--- config.mk ---
export PLATFORM = sky130hd
export DESIGN_NAME = counter_alarm_tick_engine_unit
export DESIGN_NICKNAME = d
export VERILOG_FILES = /design/src/design/cate_pkg.sv /design/src/design/cate_front.sv /design/src/design/cate_back.sv /design/src/design/counter_alarm_tick_engine_unit.sv
export SDC_FILE = /design/constraint.sdc
export NUM_CORES = 2
export LEC_CHECK = 0
export BUFFER_PORTS_ARGS = -buffer_cell sky130_fd_sc_hd__clkbuf_2
export CAP_MARGIN = 30
export CELL_PAD_IN_SITES_DETAIL_PLACEMENT = 0
export CELL_PAD_IN_SITES_GLOBAL_PLACEMENT = 1
export CORE_UTILIZATION = 52
export DETAILED_ROUTE_END_ITERATION = 10
export PLACE_DENSITY = 0.85
export SYNTH_ARGS = -nofsm -noshare
export SYNTH_HDL_FRONTEND = slang
export SYNTH_HIERARCHICAL = 1
export SYNTH_SLANG_ARGS = --single-unit
--- constraint.sdc ---
create_clock -name clk_i -period 8.8 [get_ports clk_i]
set_clock_uncertainty 0.15 [all_clocks]
set_input_delay 0.88 -clock clk_i [delete_from_list [all_inputs] [get_ports clk_i]]
set_output_delay 0.88 -clock clk_i [all_outputs]
set_load 0.05 [all_outputs]
--- src/design/cate_pkg.sv ---
// shared types and constants for the counter and alarm tick engine
// no dependencies
package cate_pkg;
  localparam int NUM_COUNTERS = 8;
  localparam int NUM_ALARMS   = 16;
  localparam int TICK_WIDTH   = 32;
  localparam int CNT_IDX_W    = 3;
  localparam int ALM_IDX_W    = 4;
  localparam int QUEUE_DEPTH  = 2;

  localparam logic [2:0] MODE_TICK    = 3'd0;
  localparam logic [2:0] MODE_READ    = 3'd1;
  localparam logic [2:0] MODE_ELAPSED = 3'd2;
  localparam logic [2:0] MODE_SETMAX  = 3'd3;
  localparam logic [2:0] MODE_ARM     = 3'd4;

  localparam logic [1:0] ST_OK     = 2'd0;
  localparam logic [1:0] ST_BAD_ID = 2'd1;
  localparam logic [1:0] ST_BAD_REF = 2'd2;

  localparam logic CFG_COUNTERS = 1'b0;
  localparam logic CFG_ALARMS   = 1'b1;

  // classified operation handed from front to back
  typedef enum logic [2:0] {
    OP_TICK, OP_READ, OP_ELAPSED, OP_SETMAX, OP_ARM, OP_REJECT
  } op_e;

  typedef struct packed {
    op_e                   op;
    logic [1:0]            status;
    logic [CNT_IDX_W-1:0]  cid;
    logic [ALM_IDX_W-1:0]  aidx;
    logic [TICK_WIDTH-1:0] refv;
    logic [TICK_WIDTH-1:0] cyc;
  } cmd_t;

  typedef struct packed {
    logic [1:0]            status;
    logic [TICK_WIDTH-1:0] value;
    logic [TICK_WIDTH-1:0] nref;
    logic [ALM_IDX_W-1:0]  alarm;
    logic                  exp_valid;
    logic                  last;
  } res_t;
endpackage

--- src/design/cate_front.sv ---
// front end: accepts items, checks counter id against config, queues commands
// depends on cate_pkg
module cate_front (
  input  logic                 clk_i,
  input  logic                 rst_ni,
  input  logic                 in_valid_i,
  output logic                 in_ready_o,
  input  logic [2:0]           mode_i,
  input  logic [2:0]           counter_id_i,
  input  logic [3:0]           alarm_index_i,
  input  logic [31:0]          ref_value_i,
  input  logic [31:0]          cycle_ticks_i,
  input  logic [3:0]           counters_in_use_i,
  output logic                 cmd_valid_o,
  input  logic                 cmd_ready_i,
  output cate_pkg::cmd_t       cmd_o
);
  import cate_pkg::*;

  cmd_t       queue_q [QUEUE_DEPTH];
  logic       wr_ptr_q, rd_ptr_q;
  logic [1:0] fill_q;
  cmd_t       cmd_d;
  logic       push, pop;

  // classify
  always_comb begin
    cmd_d.cid    = counter_id_i;
    cmd_d.aidx   = alarm_index_i;
    cmd_d.refv   = ref_value_i;
    cmd_d.cyc    = cycle_ticks_i;
    cmd_d.status = ST_OK;
    case (mode_i)
      MODE_TICK:    cmd_d.op = OP_TICK;
      MODE_READ:    cmd_d.op = OP_READ;
      MODE_ELAPSED: cmd_d.op = OP_ELAPSED;
      MODE_SETMAX:  cmd_d.op = OP_SETMAX;
      MODE_ARM:     cmd_d.op = OP_ARM;
      default:      cmd_d.op = OP_REJECT;
    endcase
    if (cmd_d.op != OP_REJECT && {1'b0, counter_id_i} >= counters_in_use_i) begin
      cmd_d.op     = OP_REJECT;
      cmd_d.status = ST_BAD_ID;
    end
  end

  assign in_ready_o  = (fill_q != 2'(QUEUE_DEPTH));
  assign cmd_valid_o = (fill_q != 2'd0);
  assign cmd_o       = queue_q[rd_ptr_q];
  assign push        = in_valid_i && in_ready_o;
  assign pop         = cmd_valid_o && cmd_ready_i;

  // queue storage
  always_ff @(posedge clk_i) begin
    if (push) queue_q[wr_ptr_q] <= cmd_d;
  end

  // queue pointers
  always_ff @(posedge clk_i or negedge rst_ni) begin
    if (!rst_ni) begin
      wr_ptr_q <= 1'b0;
      rd_ptr_q <= 1'b0;
      fill_q   <= 2'd0;
    end else begin
      if (push) wr_ptr_q <= ~wr_ptr_q;
      if (pop)  rd_ptr_q <= ~rd_ptr_q;
      fill_q <= fill_q + 2'(push) - 2'(pop);
    end
  end
endmodule

--- src/design/cate_back.sv ---
// back end: counter and alarm state, executes commands, scans one alarm per cycle while the output is free
// depends on cate_pkg
module cate_back (
  input  logic                 clk_i,
  input  logic                 rst_ni,
  input  logic                 cmd_valid_i,
  output logic                 cmd_ready_o,
  input  cate_pkg::cmd_t       cmd_i,
  input  logic [4:0]           alarms_in_use_i,
  output logic                 res_valid_o,
  input  logic                 res_ready_i,
  output cate_pkg::res_t       res_o
);
  import cate_pkg::*;

  typedef enum logic [1:0] {S_IDLE, S_SCAN, S_FINAL} state_e;

  state_e                state_q;
  logic [TICK_WIDTH-1:0] cval_q [NUM_COUNTERS];
  logic [TICK_WIDTH-1:0] cmax_q [NUM_COUNTERS];
  logic                  act_q  [NUM_ALARMS];
  logic [TICK_WIDTH-1:0] rem_q  [NUM_ALARMS];
  logic [TICK_WIDTH-1:0] per_q  [NUM_ALARMS];
  logic [CNT_IDX_W-1:0]  own_q  [NUM_ALARMS];
  logic [ALM_IDX_W:0]    scan_q;
  logic [CNT_IDX_W-1:0]  cid_q;
  logic                  res_valid_q;
  res_t                  res_q;

  logic [ALM_IDX_W:0]    nal;
  logic [ALM_IDX_W-1:0]  si;
  logic [TICK_WIDTH-1:0] rem_dec, cur_v, cmax_v, inc_v, elapsed;
  logic                  hit, expire, out_free;
  res_t                  idle_res;

  assign nal      = (alarms_in_use_i > 5'(NUM_ALARMS)) ? 5'(NUM_ALARMS) : alarms_in_use_i;
  assign si       = scan_q[ALM_IDX_W-1:0];
  assign out_free = !res_valid_q || res_ready_i;
  assign hit      = act_q[si] && own_q[si] == cid_q;
  assign rem_dec  = (rem_q[si] != '0) ? rem_q[si] - 1'b1 : '0;
  assign expire   = hit && rem_dec == '0;
  assign cur_v    = cval_q[cmd_i.cid];
  assign cmax_v   = cmax_q[cmd_i.cid];
  assign inc_v    = (cur_v + 1'b1 > cmax_v) ? '0 : cur_v + 1'b1;
  assign elapsed  = (cur_v >= cmd_i.refv) ? cur_v - cmd_i.refv
                                          : cmax_v - cmd_i.refv + cur_v + 1'b1;

  assign cmd_ready_o = state_q == S_IDLE && out_free;
  assign res_valid_o = res_valid_q;
  assign res_o       = res_q;

  // single result for every command other than tick
  always_comb begin
    idle_res = '{status: cmd_i.status, value: '0, nref: '0, alarm: '0,
                 exp_valid: 1'b0, last: 1'b1};
    case (cmd_i.op)
      OP_READ: idle_res.value = cur_v;
      OP_ELAPSED: begin
        if (cmd_i.refv > cmax_v) idle_res.status = ST_BAD_REF;
        else begin
          idle_res.value = elapsed;
          idle_res.nref  = cur_v;
        end
      end
      default: ;
    endcase
  end

  // sequencer, state and result register
  always_ff @(posedge clk_i or negedge rst_ni) begin
    if (!rst_ni) begin
      state_q     <= S_IDLE;
      res_valid_q <= 1'b0;
      res_q       <= '0;
      scan_q      <= '0;
      cid_q       <= '0;
      for (int i = 0; i < NUM_COUNTERS; i++) begin
        cval_q[i] <= '0;
        cmax_q[i] <= '1;
      end
      for (int i = 0; i < NUM_ALARMS; i++) begin
        act_q[i] <= 1'b0;
        rem_q[i] <= '0;
        per_q[i] <= '0;
        own_q[i] <= '0;
      end
    end else begin
      case (state_q)
        S_IDLE: begin
          if (cmd_valid_i && out_free) begin
            res_q       <= idle_res;
            res_valid_q <= (cmd_i.op != OP_TICK);
            case (cmd_i.op)
              OP_TICK: begin
                cval_q[cmd_i.cid] <= inc_v;
                cid_q       <= cmd_i.cid;
                scan_q      <= '0;
                state_q     <= S_SCAN;
              end
              OP_SETMAX: begin
                cmax_q[cmd_i.cid] <= cmd_i.refv;
                cval_q[cmd_i.cid] <= '0;
              end
              OP_ARM: begin
                act_q[cmd_i.aidx] <= 1'b1;
                rem_q[cmd_i.aidx] <= cmd_i.refv;
                per_q[cmd_i.aidx] <= cmd_i.cyc;
                own_q[cmd_i.aidx] <= cmd_i.cid;
              end
              default: ;
            endcase
          end else if (res_ready_i) res_valid_q <= 1'b0;
        end
        S_SCAN: begin
          if (scan_q >= nal) begin
            state_q <= S_FINAL;
            if (res_ready_i) res_valid_q <= 1'b0;
          end else if (out_free) begin
            if (hit) begin
              if (expire) begin
                if (per_q[si] != '0) rem_q[si] <= per_q[si];
                else begin
                  rem_q[si] <= rem_dec;
                  act_q[si] <= 1'b0;
                end
                res_q <= '{status: ST_OK, value: '0, nref: '0, alarm: si,
                           exp_valid: 1'b1, last: 1'b0};
              end else rem_q[si] <= rem_dec;
            end
            res_valid_q <= expire;
            scan_q      <= scan_q + 1'b1;
          end
        end
        S_FINAL: begin
          if (out_free) begin
            res_q       <= '{status: ST_OK, value: cval_q[cid_q], nref: '0, alarm: '0,
                             exp_valid: 1'b0, last: 1'b1};
            res_valid_q <= 1'b1;
            state_q     <= S_IDLE;
          end
        end
        default: state_q <= S_IDLE;
      endcase
    end
  end
endmodule

--- src/design/counter_alarm_tick_engine_unit.sv ---
// counter and alarm tick engine top level: front classifier, 2-entry queue, back executor
// non-tick items pass the queue and result register, one per cycle while output is free
// a tick holds the back end through accept, a scan of one alarm entry per cycle while
// the output is free, end of scan, then the final result
// reset clears all counters, maxima to all ones, alarms inactive; config to 8 and 16
// depends on cate_pkg, cate_front, cate_back
module counter_alarm_tick_engine_unit (
  input  logic        clk_i,
  input  logic        rst_ni,
  input  logic        s_axis_tvalid,
  output logic        s_axis_tready,
  // {cycle_ticks, ref_value, alarm_index, counter_id, mode} from bit 0: 3,3,4,32,32 + pad
  input  logic [79:0] s_axis_tdata,
  output logic        m_axis_tvalid,
  input  logic        m_axis_tready,
  // status[1:0], result_value[33:2], new_reference[65:34], expired_alarm[69:66], pad
  output logic [71:0] m_axis_tdata,
  // expired_valid
  output logic        m_axis_tuser,
  output logic        m_axis_tlast,
  input  logic        cfg_valid_i,
  output logic        cfg_ready_o,
  input  logic        cfg_index_i,
  input  logic [31:0] cfg_data_i
);
  import cate_pkg::*;

  logic [3:0] cnt_use_q;
  logic [4:0] alm_use_q;
  logic [3:0] ncnt;
  logic       cmd_valid, cmd_ready;
  cmd_t       cmd;
  res_t       res;

  assign cfg_ready_o = 1'b1;
  assign ncnt = (cnt_use_q > 4'(NUM_COUNTERS)) ? 4'(NUM_COUNTERS) : cnt_use_q;

  // configuration registers
  always_ff @(posedge clk_i or negedge rst_ni) begin
    if (!rst_ni) begin
      cnt_use_q <= 4'd8;
      alm_use_q <= 5'd16;
    end else if (cfg_valid_i) begin
      case (cfg_index_i)
        CFG_COUNTERS: cnt_use_q <= cfg_data_i[3:0];
        CFG_ALARMS:   alm_use_q <= cfg_data_i[4:0];
        default: ;
      endcase
    end
  end

  cate_front u_front (
    .clk_i, .rst_ni,
    .in_valid_i       (s_axis_tvalid),
    .in_ready_o       (s_axis_tready),
    .mode_i           (s_axis_tdata[2:0]),
    .counter_id_i     (s_axis_tdata[5:3]),
    .alarm_index_i    (s_axis_tdata[9:6]),
    .ref_value_i      (s_axis_tdata[41:10]),
    .cycle_ticks_i    (s_axis_tdata[73:42]),
    .counters_in_use_i(ncnt),
    .cmd_valid_o      (cmd_valid),
    .cmd_ready_i      (cmd_ready),
    .cmd_o            (cmd)
  );

  cate_back u_back (
    .clk_i, .rst_ni,
    .cmd_valid_i    (cmd_valid),
    .cmd_ready_o    (cmd_ready),
    .cmd_i          (cmd),
    .alarms_in_use_i(alm_use_q),
    .res_valid_o    (m_axis_tvalid),
    .res_ready_i    (m_axis_tready),
    .res_o          (res)
  );

  assign m_axis_tdata = {2'b00, res.alarm, res.nref, res.value, res.status};
  assign m_axis_tuser = res.exp_valid;
  assign m_axis_tlast = res.last;
endmodule

; After elaboration in Yosys (flattened, before gate mapping)
; Memory sizes are Yosys's and may differ from the RTL's.
; Cells that the tools add are included.
[word_totals]
regBits = 1696
mem_bits_rw = 152
inputBits = 118
output_inout_bits = 77
word_cells = 284
memories = 1
[mem_list]
columns = memory, depth, width, read_ports, rd_ports_with_merged_regs, write_ports, line_no
row1 = u_front.queue_q, 2, 76, 1, 0, 1, cate_front.sv:20  ; cmd_t queue_q [QUEUE_DEPTH];
[op_classes]
addsub = 9
order_cmp = 14
n_eq_ne = 24
muxes = 94
bitwise = 12
n_reduce_logical = 35
[ops]
columns = cell, count
row1 = two-way mux 512 bit, 7
row2 = bitwise mux 512 bit, 4
row3 = one-hot mux 512 bit (2 select lines), 1
row4 = two-way mux 32 bit, 17
row5 = bitwise mux 256 bit, 2
row6 = one-hot mux 256 bit (2 select lines), 1
row7 = two-way mux 72 bit, 6
row8 = binary-select mux 32 bit (select 3 bit), 3
row9 = AND 256 bit, 1
row10 = binary-select mux 32 bit (select 4 bit), 2
row11 = demux 32 bit (select 4 bit), 2
row12 = NOT 256 bit, 1
row13 = one-hot mux 72 bit (3 select lines), 1
row14 = two-way mux 16 bit, 7
row15 = demux 32 bit (select 3 bit), 1
row16 = adder 32 x 1 -> 32 bit (second input constant), 2
row17 = > comparator 32 bit, 2
row18 = two-way mux 64 bit, 1
row19 = one-hot mux 32 bit (2 select lines), 1
row20 = nonzero test 32 bit, 2
row21 = subtractor 32 bit, 2
row22 = bitwise mux 48 bit, 1
row23 = adder 32 bit, 1
row24 = >= comparator 32 bit, 1
row25 = 57 further kinds, 119

; Depth between registers and ports, before layout
[depth]
depth_word = 13
ltp_mapped = 32

; Modules after synthesis
; The synthesis kept the hierarchy.
[modules_own_cells]
columns = mod, instances, cells_each, area_per_inst_um2
row1 = cate_back, 1, 8237, 93967.6
row2 = cate_front, 1, 269, 5890.6
row3 = counter_alarm_tick_engine_unit, 1, 29, 425.4

; Least setup slack after synthesis
; Ideal clock, no wire load.
[synth_timing]
kind = register to register
start = register u_front.rd_ptr_q
end = register u_back/cval_q[194] (netlist bit)
setup_ps = 68
arrival_ps = 6841
t_required_ps = 8582
slack_ps = 1741
stages_incl_launch_ff = 29
path_buffers = 9
path_cell_list = dfrtp_1 buf_2 mux2_2 clkbuf_1 clkbuf_1 buf_1 clkbuf_1 buf_1 a21bo_2 o211ai_1 o221a_2 nor2_1 nand2b_1 nor3_1 nand3_1 nor4_1 nand2_1 xnor2_1 ha_1 a21o_1 a21o_1 a21oi_1 o21ai_0 o31ai_1 and2_1 clkbuf_1 clkbuf_1 buf_1 a32o_1
[synth_lines]
columns = element, line_no
row1 = start: declaration, cate_front.sv:21  ; logic wr_ptr_q, rd_ptr_q;
row2 = start signal: assignment, cate_front.sv:66  ; if (pop) rd_ptr_q <= ~rd_ptr_q;
row3 = end signal: indexed assignment, cate_back.sv:95  ; cval_q[cmd_i.cid] <= inc_v;
row4 = end: declaration, cate_back.sv:19  ; logic [TICK_WIDTH-1:0] cval_q [NUM_COUNTERS];

==> flow_metrics.env <==
export IMPL_initial_utilization_pct=52.6
export IMPL_p_leak_uw=0.0459
export IMPL_setup_viol=0
export IMPL_cts_max_level=4
export IMPL_critPathMaxFanout=108
export IMPL_critPathKind="flip-flop to flip-flop"
export IMPL_cp_required_ns=9.42
export IMPL_dieArea_um2=195000
export IMPL_nNetsFinal=8677
export IMPL_synth_top_area_share_pct=35.9
export IMPL_critical_path_arrival_ns=9.16
export IMPL_tns_ns=0
export IMPL_place_congestion=1.05
export IMPL_cts_tree="done"
export IMPL_dieWidth_um=441
export IMPL_synthMuxAreaShare_pct=20.0
export IMPL_ir_worst_vdd_uv=467
export IMPL_holdCritPathClass="primary input to flip-flop"
export IMPL_antenna_found_initial=10
export IMPL_synth_edf_count=150
export IMPL_drt_total_wl_um=370000
export IMPL_postLayoutCellArea_um2=111000
export IMPL_rows=160
export IMPL_synth_area_um2=100000
export IMPL_ys_ff_latch=1846
export IMPL_wl_per_cell_um=33.5
export IMPL_ys_types=101
export IMPL_postCtsSetupBuffers=0
export IMPL_slew_headroom_pct=21.4
export IMPL_drcViolationCount=0
export IMPL_syn_to_final_growth_pct=10.6
export IMPL_drt_iter0_drc=12400
export IMPL_rsz0062_at_grt="false"
export IMPL_avgSynthCellArea_um2=11.7
export IMPL_powerDensity_nw_per_um2=384
export IMPL_cts_root_buf="clkbuf_16"
export IMPL_cts_buffers=192
export IMPL_fin_crit_sh_pct=97.0
export IMPL_status="finished, final reports clean"
export IMPL_yosysWarnings=6
export IMPL_grt_max_degree=222
export IMPL_reg2reg_depth=27
export IMPL_syn_inst=8535
export IMPL_synth_compound_area_share_pct=18.5
export IMPL_grt_first_pass_wirelength_um=542000
export IMPL_ff_latch_area_um2=47300
export IMPL_clock_sinks=1846
export IMPL_finalHoldViolCount=0
export IMPL_synth_adder_area_share_pct=2.49
export IMPL_start_kind="flip-flop"
export IMPL_gr_total_overflow=0
export IMPL_fin_crit_ns=8.53
export IMPL_multi_input_area_um2=49300
export IMPL_synthArstFlopShare_pct=91.9
export IMPL_synth_area_leaders="dfrtp_1, mux2_2, mux4_2"
export IMPL_tightest_slew_ns=1.18
export IMPL_cts_buffer_depth=3
export IMPL_hpwl_um=227000
export IMPL_netlist_top_cell_by_area="dfrtp_1"
export IMPL_clkSlewWorstSetupHoldPaths_ns=0.06
export IMPL_drv_cap=0
export IMPL_max_freq_ghz=0.117
export IMPL_core_um2=191000
export IMPL_drive_gt1_share_pct=29.5
export IMPL_nFillCells=15200
export IMPL_synth_simple_area_share_pct=6.65
export IMPL_grt_pass1_vias=81500
export IMPL_io_pins=195
export IMPL_synthFlopType="dfrtp_1"
export IMPL_dpl_cell_area_um2=104000
export IMPL_portBuffers=158
export IMPL_ant_nets=0
export IMPL_fin_cells=11100
export IMPL_via_per_inst=7.43
export IMPL_clk_latency_ns=0.92
export IMPL_holdPathStages=1
export IMPL_hold_slack_ns=0.0353
export IMPL_die_height_um=441
export IMPL_synth_xor_area_share_pct=0.926
export IMPL_gr_usage_all_layers_pct=37.5
export IMPL_yosysSeqAreaShare_pct=47.1
export IMPL_synth_top_family_by_area="multiplexers"
export IMPL_placed_cells=10700
export IMPL_cp_end_kind="flip-flop"
export IMPL_drv_slew=0
export IMPL_vias=82100
export IMPL_dr_pass1_iters=9
==> through the flow <==
stage	power [µW]	worst slack [ns]	util (%)
after floorplan	25700	1.74	-
after global placement	32500	0.613	54.4
after detailed placement	33100	0.605	54.5
after CTS	41600	0.502	58.1
after global routing	43900	0.134	58.1
final	42600	0.267	58.1
==> cell type report <==
| class | count | share of cell area, % |
|---|---|---|
| clock buffer | 263 | 4.84 |
| sequential | 1846 | 42.6 |
| multi-input combinational | 5645 | 44.5 |
| antenna | 7 | 0.0158 |
| timing repair buffer | 518 | 3.63 |
| tap | 2511 | 2.83 |
| inverter | 176 | 0.597 |
| clock inverter | 85 | 0.978 |
==> timing repair <==
item,in CTS,in global routing
endpoints found under the setup margin,0,185
hold buffers,37,0
hold endpoints to repair,169,0
gates resized for setup,0,1
==> state kept, by name (all words and copies together) (netlist names) <==
name                flops
u_back/per_q          512
u_back/rem_q          512
u_back/cmax_q         256
u_back/cval_q         256
u_front/queue_q       150
u_back/res_o           72
u_back/own_q           48
u_back/act_q           16
alm_use_q               5
u_back/scan_q           5
cnt_use_q               4
u_back/cid_q            3
u_back/state_q          2
u_front/fill_q          2
u_back/res_valid_o      1
u_front/rd_ptr_q        1
u_front/wr_ptr_q        1
==> worst paths after layout <==
check                                          to  slack (ns)        startpoint
setup / recovery                u_back/cval_q[69]        0.27  u_front/rd_ptr_q
setup reg to reg                u_back/cval_q[69]        0.27  u_front/rd_ptr_q
min in group asynchronous       u_back/per_q[313]        0.53            rst_ni
hold / removal             u_front/queue_q[0][66]        0.04   s_axis_tdata[8]
max in group asynchronous         u_back/rem_q[9]        5.81            rst_ni
hold reg to reg                  u_back/res_o[13]        0.33  u_back/res_o[13]
==> cell usage in the layout (no fill, tap or decap), drive strengths merged, types with 68 or more instances in the layout <==
master  synthesis  layout
inv           174     177
and3           99      99
a21oi         340     340
nand2         598     598
clkbuf        671     421
nand3          82      82
mux2i          81      81
dfrtp        1438    1438
a32oi         570     570
edfxtp        150     150
dfstp         258     258
buf           198     323
ha            148     148
a32o          183     183
nor2          322     322
o21ai         568     568
mux2          927     927
mux4          385     385
xnor2          86      86
o221ai        120     120
a22oi         214     214
a21o           68      68
==> cells by family (layout without fill, tap and decap cells) <==
group / after synthesis / count (layout)
DFF: 1846 / 1846
other: 3 / 11
adders and majority gates: 180 / 180
buffers and inverters: 1045 / 1042
and+or+nand+nor: 1421 / 1421
AOI/OAI and AO/OA: 2541 / 2541
xor gates and xnor gates: 106 / 106
muxes: 1393 / 1393
==> worst max-delay path, stage by stage (launching register included) <==
cell,delay (ns)
dfrtp_4,0.50
mux2_4,0.78
inv_1,0.51
nor3b_2,0.31
buf_4,0.30
a22o_1,0.18
nor3_1,0.06
clkbuf_4,0.20
nor3_1,0.30
and3_1,0.35
nor2b_1,0.26
nand2_1,0.10
xnor2_1,0.84
ha_1,0.40
a21o_1,0.19
a21o_1,0.17
a21o_1,0.17
a21oi_1,0.17
nor2b_1,0.06
o21ai_0,0.17
nand2b_1,0.08
a21oi_1,0.35
a21boi_0,0.16
buf_4,0.17
o31ai_1,0.44
and2_4,0.27
buf_12,0.40
a32o_1,0.27
==> cells in the mapped netlist (all sizes together), types with 37 or more instances <==
master and number:
dfrtp 1438, mux2 927, clkbuf 671, nand2 598, a32oi 570, o21ai 568, mux4 385, a21oi 340
nor2 322, dfstp 258, a22oi 214, buf 198, a32o 183, inv 174, edfxtp 150, ha 148
o221ai 120, and3 99, xnor2 86, nand3 82, mux2i 81, a21o 68, a22o 64, o31ai 59
nor3 50, a221oi 39, and2 38, and4 38, nand4 37
==> routing by layer <==
metal / routed length, µm / share of wire [%] / track usage (%)
met1: 139000 / 37 / 50.1
met3: 51100 / 14 / 12.9
met4: 23000 / 6.2 / 20.7
met2: 158000 / 43 / 53.6
met5: 22 / 0.0059 / 0.0489
==> power breakdown <==
| part | internal, µW | switching [µW] |
|---|---|---|
| registers | 11300 | 1580 |
| logic | 7080 | 14400 |
| clock network | 4690 | 3660 |
| total | 23000 | 19600 |
(Power assumes the default switching activity.)
